===== config.mk =====
export PLATFORM = sky130hd
export DESIGN_NAME = pitch_scale_quantizer_core
export DESIGN_NICKNAME = d
export VERILOG_FILES = /design/src/hdl/psq_pkg.sv /design/src/hdl/pitch_scale_quantizer_core.sv
export SDC_FILE = /design/constraint.sdc
export NUM_CORES = 1
export LEC_CHECK = 0
export BUFFER_PORTS_ARGS = -buffer_cell sky130_fd_sc_hd__buf_2
export CAP_MARGIN = 20
export CORE_MARGIN = 2
export CORE_UTILIZATION = 50
export DETAILED_ROUTE_END_ITERATION = 10
export PLACE_DENSITY = 0.68
export SLEW_MARGIN = 20
export SYNTH_ARGS = -nofsm -noshare
export SYNTH_HDL_FRONTEND = slang
export SYNTH_SLANG_ARGS = --single-unit

===== constraint.sdc =====
create_clock -name clock -period 20.5 [get_ports clock]
set_input_delay 2.05 -clock clock [delete_from_list [all_inputs] [get_ports clock]]
set_output_delay 2.05 -clock clock [all_outputs]
set_load 0.02 [all_outputs]

===== src/hdl/psq_pkg.sv =====
// shared types, constants and scale tables for the pitch scale quantizer
package psq_pkg;

   // fixed field widths
   localparam int NOTE_W        = 16;
   localparam int CFG_W         = 4;
   localparam int CSR_IDX_W     = 2;
   localparam int FRAC_BITS_DEF = 8;

   // output saturation limits
   localparam int OUT_MAX = 32767;
   localparam int OUT_MIN = -32768;

   // scale tables
   localparam int NUM_SCALES = 10;
   localparam int NUM_PC     = 12;

   // configuration register indexes
   typedef enum logic [CSR_IDX_W-1:0] {
      CSR_KEY_ROOT   = 2'd0,
      CSR_SCALE_MODE = 2'd1,
      CSR_SNAP_MODE  = 2'd2
   } csr_index_type;

   // snap mode codes, the unnamed code acts as free
   typedef enum logic [1:0] {
      SNAP_CHROM = 2'd0,
      SNAP_SCALE = 2'd1,
      SNAP_FREE  = 2'd2
   } snap_mode_type;

   // highest scale degree at or below each pitch class
   localparam logic [3:0] FLOOR_TBL [NUM_SCALES][NUM_PC] = '{
      '{4'd0, 4'd0, 4'd2, 4'd2, 4'd4, 4'd5, 4'd5, 4'd7, 4'd7, 4'd9, 4'd9, 4'd11},
      '{4'd0, 4'd0, 4'd2, 4'd3, 4'd3, 4'd5, 4'd5, 4'd7, 4'd8, 4'd8, 4'd10, 4'd10},
      '{4'd0, 4'd0, 4'd2, 4'd3, 4'd3, 4'd5, 4'd5, 4'd7, 4'd7, 4'd9, 4'd10, 4'd10},
      '{4'd0, 4'd0, 4'd2, 4'd2, 4'd4, 4'd5, 4'd5, 4'd7, 4'd7, 4'd9, 4'd10, 4'd10},
      '{4'd0, 4'd0, 4'd0, 4'd3, 4'd3, 4'd5, 4'd5, 4'd7, 4'd7, 4'd7, 4'd10, 4'd10},
      '{4'd0, 4'd0, 4'd0, 4'd3, 4'd3, 4'd5, 4'd6, 4'd7, 4'd7, 4'd7, 4'd10, 4'd10},
      '{4'd0, 4'd0, 4'd2, 4'd3, 4'd3, 4'd5, 4'd5, 4'd7, 4'd8, 4'd8, 4'd8, 4'd11},
      '{4'd0, 4'd0, 4'd2, 4'd3, 4'd3, 4'd5, 4'd5, 4'd7, 4'd7, 4'd9, 4'd9, 4'd11},
      '{4'd0, 4'd1, 4'd2, 4'd3, 4'd4, 4'd5, 4'd6, 4'd7, 4'd8, 4'd9, 4'd10, 4'd11},
      '{4'd0, 4'd0, 4'd2, 4'd2, 4'd4, 4'd4, 4'd4, 4'd7, 4'd7, 4'd9, 4'd9, 4'd9}
   };

   // next scale degree above the floor degree, 12 is the next octave root
   localparam logic [3:0] NEXT_TBL [NUM_SCALES][NUM_PC] = '{
      '{4'd2, 4'd2, 4'd4, 4'd4, 4'd5, 4'd7, 4'd7, 4'd9, 4'd9, 4'd11, 4'd11, 4'd12},
      '{4'd2, 4'd2, 4'd3, 4'd5, 4'd5, 4'd7, 4'd7, 4'd8, 4'd10, 4'd10, 4'd12, 4'd12},
      '{4'd2, 4'd2, 4'd3, 4'd5, 4'd5, 4'd7, 4'd7, 4'd9, 4'd9, 4'd10, 4'd12, 4'd12},
      '{4'd2, 4'd2, 4'd4, 4'd4, 4'd5, 4'd7, 4'd7, 4'd9, 4'd9, 4'd10, 4'd12, 4'd12},
      '{4'd3, 4'd3, 4'd3, 4'd5, 4'd5, 4'd7, 4'd7, 4'd10, 4'd10, 4'd10, 4'd12, 4'd12},
      '{4'd3, 4'd3, 4'd3, 4'd5, 4'd5, 4'd6, 4'd7, 4'd10, 4'd10, 4'd10, 4'd12, 4'd12},
      '{4'd2, 4'd2, 4'd3, 4'd5, 4'd5, 4'd7, 4'd7, 4'd8, 4'd11, 4'd11, 4'd11, 4'd12},
      '{4'd2, 4'd2, 4'd3, 4'd5, 4'd5, 4'd7, 4'd7, 4'd9, 4'd9, 4'd11, 4'd11, 4'd12},
      '{4'd1, 4'd2, 4'd3, 4'd4, 4'd5, 4'd6, 4'd7, 4'd8, 4'd9, 4'd10, 4'd11, 4'd12},
      '{4'd2, 4'd2, 4'd4, 4'd4, 4'd7, 4'd7, 4'd7, 4'd9, 4'd9, 4'd12, 4'd12, 4'd12}
   };

   // top degree of each scale
   localparam logic [3:0] LAST_TBL [NUM_SCALES] = '{
      4'd11, 4'd10, 4'd10, 4'd10, 4'd10, 4'd10, 4'd11, 4'd11, 4'd11, 4'd9
   };

   function automatic logic [3:0] scale_floor(input logic [3:0] sel, input logic [3:0] pc);
      return FLOOR_TBL[sel][pc];
   endfunction

   function automatic logic [3:0] scale_next(input logic [3:0] sel, input logic [3:0] pc);
      return NEXT_TBL[sel][pc];
   endfunction

   function automatic logic [3:0] scale_last(input logic [3:0] sel);
      return LAST_TBL[sel];
   endfunction

endpackage


===== src/hdl/pitch_scale_quantizer_core.sv =====
// pitch scale quantizer: four-stage pipeline snapping a fixed-point note
// One note word enters per cycle and one snapped word leaves per cycle while the output
// side does not stall. Each word passes four register stages (split, octave divide,
// scale pick, scale and saturate) before its result shows on rsp_valid. Each stage holds
// on its own, so bubbles are squeezed out under backpressure and a new word is taken
// while a finished one still waits. Configuration registers are read live by the
// pipeline and may change only while it is empty.
module pitch_scale_quantizer_core #(
   parameter int FRAC_BITS = psq_pkg::FRAC_BITS_DEF
) (
   input  logic                                clock,
   input  logic                                reset,
   // note words in
   input  logic                                req_valid,
   output logic                                req_ready,
   input  logic signed [psq_pkg::NOTE_W-1:0]   req_note_in,
   // snapped words out
   output logic                                rsp_valid,
   input  logic                                rsp_ready,
   output logic signed [psq_pkg::NOTE_W-1:0]   rsp_note_out,
   // register writes
   input  logic                                csr_we,
   input  logic [psq_pkg::CSR_IDX_W-1:0]       csr_index,
   input  logic [psq_pkg::CFG_W-1:0]           csr_wdata
);

   localparam int NW = psq_pkg::NOTE_W;
   localparam int DW = FRAC_BITS + 8;
   localparam int SW = NW + 1 + FRAC_BITS;
   localparam logic [3:0] QQ_TOP  = 4'd12;
   localparam logic [3:0] DEG_OCT = 4'd12;

   // configuration registers
   logic [3:0] key_root_ff, scale_mode_ff;
   logic [1:0] snap_mode_ff;

   always_ff @(posedge clock) begin
      if (reset) begin
         key_root_ff   <= '0;
         scale_mode_ff <= '0;
         snap_mode_ff  <= psq_pkg::SNAP_SCALE;
      end else if (csr_we) begin
         case (csr_index)
            psq_pkg::CSR_KEY_ROOT:   key_root_ff   <= csr_wdata;
            psq_pkg::CSR_SCALE_MODE: scale_mode_ff <= csr_wdata;
            psq_pkg::CSR_SNAP_MODE:  snap_mode_ff  <= csr_wdata[1:0];
            default: ;
         endcase
      end
   end

   // stage valids and per-stage load enables
   logic s1_v_ff, s2_v_ff, s3_v_ff, s4_v_ff;
   logic s1_en, s2_en, s3_en, s4_en;

   assign s4_en     = !s4_v_ff || rsp_ready;
   assign s3_en     = !s3_v_ff || s4_en;
   assign s2_en     = !s2_v_ff || s3_en;
   assign s1_en     = !s1_v_ff || s2_en;
   assign req_ready = s1_en;

   always_ff @(posedge clock) begin
      if (reset) begin
         s1_v_ff <= 1'b0;
         s2_v_ff <= 1'b0;
         s3_v_ff <= 1'b0;
         s4_v_ff <= 1'b0;
      end else begin
         if (s1_en) s1_v_ff <= req_valid;
         if (s2_en) s2_v_ff <= s1_v_ff;
         if (s3_en) s3_v_ff <= s2_v_ff;
         if (s4_en) s4_v_ff <= s3_v_ff;
      end
   end

   // stage 1: whole part, fraction, rounding bit, offset from root
   logic signed [NW-1:0]  m_s1_in;
   logic [FRAC_BITS-1:0]  r_s1_in;
   logic signed [NW:0]    t_s1;
   logic                  rnd_s1_in, below_s1_in, above_s1_in;
   logic [7:0]            u_s1_in;

   always_comb begin
      m_s1_in     = req_note_in >>> FRAC_BITS;
      r_s1_in     = req_note_in[FRAC_BITS-1:0];
      // halves round away from zero
      rnd_s1_in   = req_note_in[NW-1] ? (r_s1_in[FRAC_BITS-1] & (|r_s1_in[FRAC_BITS-2:0]))
                                      : r_s1_in[FRAC_BITS-1];
      t_s1        = {m_s1_in[NW-1], m_s1_in} - {{(NW-3){1'b0}}, key_root_ff};
      below_s1_in = t_s1 < -(NW+1)'(24);
      above_s1_in = t_s1 > (NW+1)'(131);
      u_s1_in     = 8'(t_s1 + (NW+1)'(24));
   end

   logic signed [NW-1:0] s1_x_ff, s1_m_ff;
   logic [FRAC_BITS-1:0] s1_r_ff;
   logic                 s1_rnd_ff, s1_below_ff, s1_above_ff;
   logic [7:0]           s1_u_ff;

   always_ff @(posedge clock) begin
      if (s1_en) begin
         s1_x_ff     <= req_note_in;
         s1_m_ff     <= m_s1_in;
         s1_r_ff     <= r_s1_in;
         s1_rnd_ff   <= rnd_s1_in;
         s1_below_ff <= below_s1_in;
         s1_above_ff <= above_s1_in;
         s1_u_ff     <= u_s1_in;
      end
   end

   // stage 2: octave and pitch class by reciprocal multiply
   logic [15:0] prod_s2;
   logic [3:0]  qq_s2_in, p_s2_in;
   logic [7:0]  pw_s2;

   always_comb begin
      prod_s2  = 16'(s1_u_ff) * 16'd171;
      qq_s2_in = 4'(prod_s2 >> 11);
      pw_s2    = s1_u_ff - {1'b0, qq_s2_in, 3'b000} - {2'b00, qq_s2_in, 2'b00};
      p_s2_in  = pw_s2[3:0];
   end

   logic signed [NW-1:0] s2_x_ff, s2_m_ff;
   logic [FRAC_BITS-1:0] s2_r_ff;
   logic                 s2_rnd_ff, s2_below_ff, s2_above_ff;
   logic [3:0]           s2_qq_ff, s2_p_ff;

   always_ff @(posedge clock) begin
      if (s2_en) begin
         s2_x_ff     <= s1_x_ff;
         s2_m_ff     <= s1_m_ff;
         s2_r_ff     <= s1_r_ff;
         s2_rnd_ff   <= s1_rnd_ff;
         s2_below_ff <= s1_below_ff;
         s2_above_ff <= s1_above_ff;
         s2_qq_ff    <= qq_s2_in;
         s2_p_ff     <= p_s2_in;
      end
   end

   // stage 3: pick the nearer neighbor degree and select the mode
   logic [3:0]            sel_s3, fd_s3, nd_s3, last_s3;
   logic signed [6:0]     d_s3;
   logic signed [DW-1:0]  lhs_s3, twice_r_s3;
   logic                  pick_hi_s3, free_s3_in;
   logic [7:0]            oct12_s3, off_s3;
   logic signed [NW:0]    scale_note_s3, chrom_note_s3, n_s3_in;

   always_comb begin
      sel_s3   = (scale_mode_ff < 4'(psq_pkg::NUM_SCALES)) ? scale_mode_ff : 4'd0;
      fd_s3    = psq_pkg::scale_floor(sel_s3, s2_p_ff);
      nd_s3    = psq_pkg::scale_next(sel_s3, s2_p_ff);
      last_s3  = psq_pkg::scale_last(sel_s3);
      // upper wins only when strictly nearer: (nd + fd - 2p) * one < 2r
      d_s3       = 7'({3'b000, nd_s3}) + 7'({3'b000, fd_s3}) - 7'({2'b00, s2_p_ff, 1'b0});
      lhs_s3     = DW'(d_s3) <<< FRAC_BITS;
      twice_r_s3 = DW'({s2_r_ff, 1'b0});
      pick_hi_s3 = lhs_s3 < twice_r_s3;
      oct12_s3   = {1'b0, s2_qq_ff, 3'b000} + {2'b00, s2_qq_ff, 2'b00};
      // offset above root minus two octaves, clamped to the candidate span
      if (s2_below_ff)
         off_s3 = 8'd0;
      else if (s2_above_ff)
         off_s3 = 8'({4'd0, last_s3}) + 8'd144;
      else if (pick_hi_s3 && !(s2_qq_ff == QQ_TOP && nd_s3 == DEG_OCT))
         off_s3 = oct12_s3 + {4'd0, nd_s3};
      else
         off_s3 = oct12_s3 + {4'd0, fd_s3};
      scale_note_s3 = {{(NW-3){1'b0}}, key_root_ff} + {{(NW-7){1'b0}}, off_s3}
                      - (NW+1)'(24);
      chrom_note_s3 = {s2_m_ff[NW-1], s2_m_ff} + {{NW{1'b0}}, s2_rnd_ff};
      free_s3_in    = 1'b0;
      case (snap_mode_ff)
         psq_pkg::SNAP_CHROM: n_s3_in = chrom_note_s3;
         psq_pkg::SNAP_SCALE: n_s3_in = scale_note_s3;
         default: begin
            n_s3_in    = chrom_note_s3;
            free_s3_in = 1'b1;
         end
      endcase
   end

   logic signed [NW-1:0] s3_x_ff;
   logic signed [NW:0]   s3_n_ff;
   logic                 s3_free_ff;

   always_ff @(posedge clock) begin
      if (s3_en) begin
         s3_x_ff    <= s2_x_ff;
         s3_n_ff    <= n_s3_in;
         s3_free_ff <= free_s3_in;
      end
   end

   // stage 4: back to fixed point with saturation
   logic signed [SW-1:0] wide_s4;
   logic signed [NW-1:0] out_s4_in;

   always_comb begin
      wide_s4 = SW'(s3_n_ff) <<< FRAC_BITS;
      if (s3_free_ff)
         out_s4_in = s3_x_ff;
      else if (wide_s4 > SW'(psq_pkg::OUT_MAX))
         out_s4_in = NW'(psq_pkg::OUT_MAX);
      else if (wide_s4 < SW'(psq_pkg::OUT_MIN))
         out_s4_in = NW'(psq_pkg::OUT_MIN);
      else
         out_s4_in = wide_s4[NW-1:0];
   end

   logic signed [NW-1:0] s4_note_ff;

   always_ff @(posedge clock) begin
      if (s4_en) s4_note_ff <= out_s4_in;
   end

   assign rsp_valid    = s4_v_ff;
   assign rsp_note_out = s4_note_ff;

endmodule


==> metrics.cfg <==
[timing]
worst_clock_skew_ns = 0.00706
setup_viol_count_final = 0
setup-tns-final_ns = 0
timing_worst_slew_pin_value_ns = 1.01
hold_violation_total_from_the_final_report = 0
layout_setup_ws_ns = 12.85
slew_headroom = 0.326
post-route-period-util = 0.373
slew_violations = 0
max_freq_mhz = 131
fin_crit_period_ns = 7.65
grt_setup_unrepaired = false

[global_routing]
grtUsageTotal = 0.191
antenna_violations_before_repair = 0
grt_max_degree = 31
via_count_of_the_first_global_routing_pass = 4950
grt_overflow_total = 0
grt_pass1_wl_um = 23900

[setup_path]
timing.critical_path.max_delay_family = compound AO/OA/AOI/OAI gates
critical_path.most_common_cell = sky130_fd_sc_hd__ha_1
crit_type = flip-flop to flip-flop
cpPeakStageDelay_ns = 0.98
cp-start-kind = flip-flop
r2r_slack_ns = 12.85
worstSetupPathDepth = 28
cp.arrival_ns = 7.75
cp.buffers_inverters = 3
setup.worst_path.start = scale_mode_ff[2]$_SDFFE_PP0P_
rr_endpoint = s3_n_ff[8]$_DFFE_PP_
timing.critical_path.to_type = flip-flop
worstPathRequired_ns = 20.60
timing.critical_path.slowest_stage_cell = sky130_fd_sc_hd__dfxtp_1
worst-r2r-cell-count = 28
critPathMaxFanout = 30
r2r_start = scale_mode_ff[2]$_SDFFE_PP0P_

[floorplanning]
die_width_um = 125
die_height_um = 125
core_area_um2 = 14400
start_util = 0.507
die_area_um2 = 15600
design.portCount = 45
std_cell_rows = 44

[job]
max_cap_viol_count = 0

[yosys]
post_synth_inst_count = 692
avgSynthCellArea_um2 = 10.5
number_of_distinct_library_cells_after_synthesis = 66
synth_sequential_area_ratio = 0.438
post_synth_instance_area_um2 = 7290
ys_ff_latch = 111
synth_enable_flop_cells = 97
ys_async_sr_fraction = 0
synth.yosys.warnings = 0
postSynth.topFlopCell = sky130_fd_sc_hd__edfxtp_1
syn_nets = 819

[power_and_ir_drop]
leakage_power_nw = 3.50
clock_network_fraction_of_total_power = 0.137
pwr-share-seq = 0.300
power_density_nw_per_um2 = 159
power.total_w = 0.00126
comb_power_share = 0.564
peakVddDrop_mv = 0.0935
internal_power_w = 0.000733
power.share.switching = 0.417
p_sw_w = 0.000525

[routing]
viasPerCell = 5.50
drtIter0Drc = 262
drt_first_pass_iters = 5
antenna_left = 0
residual_drc = 0
vias = 5025
totalWireLength_um = 14300
wire_per_inst_um = 15.6

[cts]
buffer_depth_of_the_longest_clock_path = 2
clock_sink_count = 111
cts_root_buffer = sky130_fd_sc_hd__clkbuf_16
htree_levels = 3
tritoncts_clock_tree = done
cts_buffers = 9
cts_resized = 0
clk_pin_slew_worst_paths_ns = 0.08
ctsHoldBuffers = 0
post_cts_buffers = 0
insertion_delay_ns = 0.36

[placed_design]
place.gp.congestion = 0.868
placedInstanceArea_um2 = 7630
place_inst = 897
dp.final_hpwl_um = 11100
post-place-ws_ns = 12.88
io_buffers = 44

[final_layout]
fillerInstances = 1214
area_growth_syn_to_layout_pct = 8.74
finish.cell_count_without_fillers = 913
post_route_cells_drive_above_1_share = 0.118
fin_area_um2 = 7930
antenna-diode-count = 0
layout.nets = 851

[min_path]
min_delay_path_depth = 0
min-delay-path-class = flip-flop to flip-flop
hold_end = s2_x_ff[0]$_DFFE_PP_
worstHoldStart = s1_x_ff[0]$_DFFE_PP_

[status]
status = finished clean

-- worst reg2reg max path: cells and delay by family, from the launching register on --
| family | cells | cell delay [ns] |
|---|---|---|
| buffers and inverters | 3 | 0.26 |
| XOR/XNOR | 2 | 0.24 |
| AND/OR/NAND/NOR | 6 | 1.43 |
| adder cells (fa/ha/maj) | 5 | 1.74 |
| flip-flops | 1 | 0.98 |
| AO/OA/AOI/OAI | 12 | 2.74 |
-- cell usage in the layout, fill, tap and decap left out, types with 10 or more instances in the layout --
| cell type | synthesis | layout |
|---|---|---|
| sky130_fd_sc_hd__a21o_1 | 10 | 10 |
| sky130_fd_sc_hd__a21oi_1 | 19 | 19 |
| sky130_fd_sc_hd__buf_2 | 6 | 44 |
| sky130_fd_sc_hd__dfxtp_1 | 14 | 14 |
| sky130_fd_sc_hd__edfxtp_1 | 97 | 97 |
| sky130_fd_sc_hd__fa_1 | 17 | 17 |
| sky130_fd_sc_hd__ha_1 | 83 | 83 |
| sky130_fd_sc_hd__inv_1 | 77 | 77 |
| sky130_fd_sc_hd__nand2_1 | 70 | 69 |
| sky130_fd_sc_hd__nand2b_1 | 10 | 10 |
| sky130_fd_sc_hd__nor2_1 | 59 | 59 |
| sky130_fd_sc_hd__nor3_1 | 12 | 12 |
| sky130_fd_sc_hd__o21ai_0 | 33 | 33 |
| sky130_fd_sc_hd__xnor2_1 | 22 | 22 |
| sky130_fd_sc_hd__xor2_1 | 13 | 13 |
-- flip-flops by register name, summed over array words and instances (netlist names), 2 cells and up --
signal         cells
snap_mode_ff       2
s1_x_ff           16
key_root_ff        4
s3_x_ff           16
rsp_note_out      16
scale_mode_ff      4
s2_x_ff           16
s3_n_ff           10
s2_qq_ff           4
s2_p_ff            4
s1_u_ff            8
-- power by group through the flow --
stage | clock, W | sequential (W) | combinational, W
final | 0.000172 | 0.000377 | 0.000709
after global routing | 0.000184 | 0.000385 | 0.000805
after CTS | 0.000175 | 0.000377 | 0.000714
after detailed placement | 0 | 0.000382 | 0.000706
after global placement | 0 | 0.000379 | 0.000673
after floorplan | 0 | 0.000375 | 0.000552
-- layout make-up --
| type | count | area, um^2 | area share |
|---|---|---|---|
| Sequential cell | 111 | 3190 | 0.403 |
| Clock buffer | 9 | 225 | 0.0284 |
| Inverter | 79 | 297 | 0.0374 |
| Clock inverter | 7 | 71.3 | 0.00900 |
| Multi-Input combinational cell | 478 | 3680 | 0.464 |
| Tap cell | 184 | 230 | 0.0290 |
| Timing Repair Buffer | 45 | 228 | 0.0287 |
-- synthesized netlist by cell type (all sizes together) (6+ instances only) --
cell type	instances	area (um^2)
xnor2	22	193
ha	83	1040
mux2i	9	90.1
clkbuf	14	52.6
fa	17	340
xor2	13	114
nor2	59	221
a21o	10	75.1
nor3	12	60.1
buf	10	67.6
nor2b	8	52.6
o211ai	6	50.1
edfxtp	97	2910
dfxtp	14	280
nand2b	10	62.6
a21oi	22	129
nand3	8	40.0
inv	79	297
nand2	70	263
o21bai	6	45.0
o21ai	41	205
-- per-stage QoR --
stage / hold slack [ns] / util
floorplan: 0.400 / -
CTS: 0.424 / 0.551
detailed placement: 0.405 / 0.531
global route: 0.431 / 0.552
global placement: 0.403 / 0.531
finish: 0.424 / 0.552
-- layer usage --
metal / GRT usage / part of all wire
met4: 0.0760 / 0.028
met2: 0.316 / 0.48
met5: 0 / 0
met1: 0.246 / 0.45
met3: 0.0387 / 0.043
-- cell families after synthesis --
group / after synthesis / share of synthesized area
simple gates: 197 / 0.127
compound gates: 136 / 0.132
flops: 111 / 0.438
buf+inv: 103 / 0.0572
fa+ha+maj: 100 / 0.189
xor+xnor: 35 / 0.0421
mux: 10 / 0.0139
-- how the worst max path moves through the flow --
stage	to
2_1_floorplan	s3_n_ff[8]$_DFFE_PP_
3_3_place_gp	s3_n_ff[8]$_DFFE_PP_
3_5_place_dp	s3_n_ff[8]$_DFFE_PP_
4_1_cts	s3_n_ff[8]$_DFFE_PP_
5_1_grt	s3_n_ff[8]$_DFFE_PP_
6_report	s3_n_ff[8]$_DFFE_PP_
(Power assumes the default switching activity.)
